[src/rtl/cbad_ram.sv]
module cbad_ram #(
    parameter int WIDTH = 8,
    parameter int DEPTH = 256
) (
    input  logic                     i_clk,
    input  logic                     i_we,
    input  logic [$clog2(DEPTH)-1:0] i_addr,
    input  logic [WIDTH-1:0]         i_wdata,
    output logic [WIDTH-1:0]         o_rdata
);

    logic [WIDTH-1:0] r_mem [DEPTH];
    logic [WIDTH-1:0] r_rdata;

    // single port, registered read
    always_ff @(posedge i_clk) begin
        if (i_we) begin
            r_mem[i_addr] <= i_wdata;
        end
        r_rdata <= r_mem[i_addr];
    end

    assign o_rdata = r_rdata;

endmodule
[config.mk]
export PLATFORM = sky130hd
export DESIGN_NAME = cbad_ram
export DESIGN_NICKNAME = d
export VERILOG_FILES = /design/src/rtl/cbad_ram.sv
export SDC_FILE = /design/constraint.sdc
export NUM_CORES = 2
export LEC_CHECK = 0
export BUFFER_PORTS_ARGS = -buffer_cell sky130_fd_sc_hd__buf_2
export CAP_MARGIN = 40
export CELL_PAD_IN_SITES_DETAIL_PLACEMENT = 0
export CELL_PAD_IN_SITES_GLOBAL_PLACEMENT = 2
export CORE_ASPECT_RATIO = 1.1
export CORE_MARGIN = 8
export CORE_UTILIZATION = 32
export DETAILED_ROUTE_END_ITERATION = 12
export PLACE_DENSITY_LB_ADDON = 0.1
export SYNTH_ARGS = -nofsm -noshare
export SYNTH_HDL_FRONTEND = slang
export SYNTH_SLANG_ARGS = --single-unit
[constraint.sdc]
create_clock -name i_clk -period 4.35 [get_ports i_clk]
set_input_delay 0.435 -clock i_clk [delete_from_list [all_inputs] [get_ports i_clk]]
set_output_delay 0.435 -clock i_clk [all_outputs]
set_load 0.1 [all_outputs]
==> summary.md <==
| Metric | Value |
|---|---|
| Max-slew headroom | `0.332` |
| Slew Limit Fails | `0` |
| Setup WS post-layout | `1.19 ns` |
| Quantity of gates resized following cts | `0` |
| DIE AREA | `261000 sq um` |
| Worst-margin pin slew | `1.00 ns` |
| Vias in the first global route | `40725` |
| Top cell type by total area after synthesis | `edfxtp_1` |
| Crit-path cells | `buf_8, buf_12, buf_12, mux4_2, a22oi_1, a21oi_1, o41ai_1, buf_2, buf_4, nand4_1` |
| Net count, final | `3953` |
| Outcome | `finished, final reports clean` |
| Max cap viols | `0` |
| Skew final | `0.0259 ns` |
| Crit-path slowest cell | `a22oi_1` |
| H-tree depth | `4` |
| Routed WL | `about 230000 um` |
| Setup_tns | `0 ns` |
| Final Wtd Congestion | `0.748` |
| Total power | `42.5 mW` |
| CP delay by family, top | `buffers and inverters` |
| CP most frequent cell | `buf_12` |
| IO Pins | `26` |
| # rows | `190` |
| Yosys top cell area share | `0.783` |
| Global-route wire length before repair | `317000 um` |
| Metal2 WL | `between 100000 and 150000 um` |
| Clock sinks | `2056` |
| CP bufs+invs | `5` |
| Area of placed instances | `85100 sq um` |
| Initial core utilization | `0.322` |
| Drt initial violations | `between 3000 and 4000` |
| Die height | `535 um` |
| Antenna viol nets, final | `0` |
| Final setup vio count | `0` |
| Switching Fraction | `0.216` |
| Leakage power total | `between 20 and 30 nW` |
| All-Layer GR Usage | `0.171` |
| Dpl ws | `0.174 ns` |
| Syn Inst Count | `~3500` |
| Final period util | `0.727` |
| Fin. Hold Viols | `0` |
| Layout cells sized above 1 | `0.305` |
| Slowest Stage Delay on Critical Path | `approximately 0.62 ns` |
| Crit path max fanout | `55` |
| Top cells by area, synth | `edfxtp_1, mux4_2, a22oi_1` |
| Routed wl met3 | `about 11000 um` |
| Core box area | `244000 sq um` |
| Final Instance Area | `a little over 90000 sq um` |
| Layout fillers | `21924` |
| Async SR Flop Fraction | `0` |
| Max frequency | `between 300 and 400 MHz` |
| Remaining global-route overflow | `0` |
| Synth cell types | `22` |
| Clk Latency, worst-skew pair | `approximately 0.85 ns` |
| Vias post-DR | `37890` |
| RSZ-0062 raised after global routing | `no` |
| Layout Area Growth over Synthesis | `17.6%` |
| Met1 wire length | `94100 um` |
| Clock buffer count from CTS | `roughly 220` |
| Max clock buf depth | `3` |
| Pint | `about 33 mW` |
| Crit. End Element | `register` |
| Crit start category | `primary input` |
| Sequential area share after synthesis | `0.786` |
| DR pass1 iterations | `5` |
| Post-route DRC | `0` |
| IO buf count | `25` |
| Synthesized area | `~80000 sq um` |
| Initial antenna violation count | `12` |
| Die width | `488 um` |
| Vias per cell | `5.13` |
| # Post-CTS Setup Buffers | `0` |
| Sequential power share | `0.515` |
| Clock power frac | `0.436` |
| Clock root buffer | `clkbuf_16` |
| Hold WC Path Type | `in -> reg` |
| Top_reg_cell synth | `edfxtp_1` |
| Arrival time worst endpoint | `3.88 ns` |
| Synth warn | `0` |
| Post-synth EDFFs | `~2000` |
| Psw | `a little over 9 mW` |
| Cell Pwr Density | `461 nW/um^2` |
| Synth Register Bits | `2056` |
| Worst Setup Path Type | `in -> reg` |
| CP required | `5.07 ns` |
| Hold_ws | `0.0583 ns` |
| Syn_area_per_cell | `between 20 and 25 sq um` |
| Worst VDD drop | `0.360 mV` |
| Largest net degree at the start of global routing | `125` |
| Top sig layer | `met5` |
| Synthesized net count | `3565` |
| WL per Instance | `30.8 um` |
| TritonCTS clock tree | `done` |
| Fin crit period | `3.16 ns` |
| Clk slew on worst S/H paths | `approximately 0.060 ns` |
| HPWL after DPL | `142000 um` |
| Gate power share | `0.050` |
==> per-layer routing <==
metal / vias up / GRT usage
li1: 15867 / -
met1: 20743 / 0.219
met2: 974 / 0.297
met3: 302 / 0.0322
met4: 4 / 0.0459
met5: - / 0
==> flip-flops by register name, indices dropped and copies added (netlist names) <==
| signal | flops |
|---|---|
| o_rdata | 8 |
| r_mem | 2048 |
==> synth_stat cells, drive strengths merged (8+ instances only) <==
master and count:
a22oi 256, nor2 232, clkbuf 145, dfxtp 8, o41ai 32, nand4 8, buf 87, edfxtp 2048
nand2 28, nor3 30, nand3 13, mux4 512, a21oi 128
==> layout by cell type, fill, tap and decap left out, drive strengths merged <==
| cell | instances |
|---|---|
| nor3 | 30 |
| or2 | 2 |
| or3 | 1 |
| diode | 3 |
| nand3 | 13 |
| mux4 | 512 |
| clkbuf | 261 |
| nand2 | 28 |
| clkinv | 93 |
| dfxtp | 8 |
| nand2b | 6 |
| nor2b | 7 |
| and2 | 3 |
| dlygate4sd3 | 1 |
| inv | 7 |
| bufinv | 26 |
| edfxtp | 2048 |
| nor2 | 232 |
| buf | 401 |
| a21oi | 128 |
| clkinvlp | 9 |
| a22oi | 256 |
| o41ai | 32 |
| nand4 | 8 |
==> power by group through the flow <==
stage	Combinational, mW	Sequential [mW]	Clock [mW]
after CTS	2.19	21.9	19.0
after floorplan	0.970	22.4	0
final	2.12	21.9	18.5
after global routing	2.25	21.9	19.7
after global placement	2.14	22.3	0
after detailed placement	2.19	22.3	0
==> logic make-up after synthesis <==
| group | Yosys count | synth area share |
|---|---|---|
| buffers and inverters | 233 | 0.0140 |
| flip-flops | 2056 | 0.786 |
| AND/OR/NAND/NOR | 330 | 0.0173 |
| AO/OA/AOI/OAI | 416 | 0.0362 |
| multiplexers | 512 | 0.147 |
==> path summary, 6_finish.rpt <==
path / from / to / slack, ns / cells after the start
worst max-delay path: i_addr[1] / o_rdata[6] / 1.19 / 10
worst min-delay path: i_wdata[6] / r_mem[162][6] / 0.06 / 1
worst max register to register: r_mem[185][0] / o_rdata[0] / 1.41 / 7
worst min register to register: r_mem[152][7] / o_rdata[7] / 1.00 / 5
==> stage by stage <==
step / util / instances
2_1_floorplan: - / 3547
3_3_place_gp: 0.348 / 6940
3_5_place_dp: 0.349 / 6978
4_1_cts: 0.379 / 7374
5_1_grt: 0.379 / 7377
6_report: 0.379 / 7379
==> cell type report <==
cell class | count | area (sq um) | share of cell area
Timing Repair Buffer | 402 | 3570 | 0.0386
Sequential cell | 2056 | 61700 | 0.668
Clock inverter | 134 | 1460 | 0.0158
Tap cell | 3264 | 4080 | 0.0442
Multi-Input combinational cell | 1258 | 15900 | 0.172
Antenna cell | 3 | 7.51 | 0.0000813
Inverter | 1 | 3.75 | 0.0000407
Clock buffer | 261 | 5670 | 0.0614
==> repair_timing <==
action,4_1_cts,5_1_grt
hold buffers,1,0
endpoints found under the setup margin,0,0
endpoints found under the hold margin,2,0
Power figures use the tool's default switching activity.
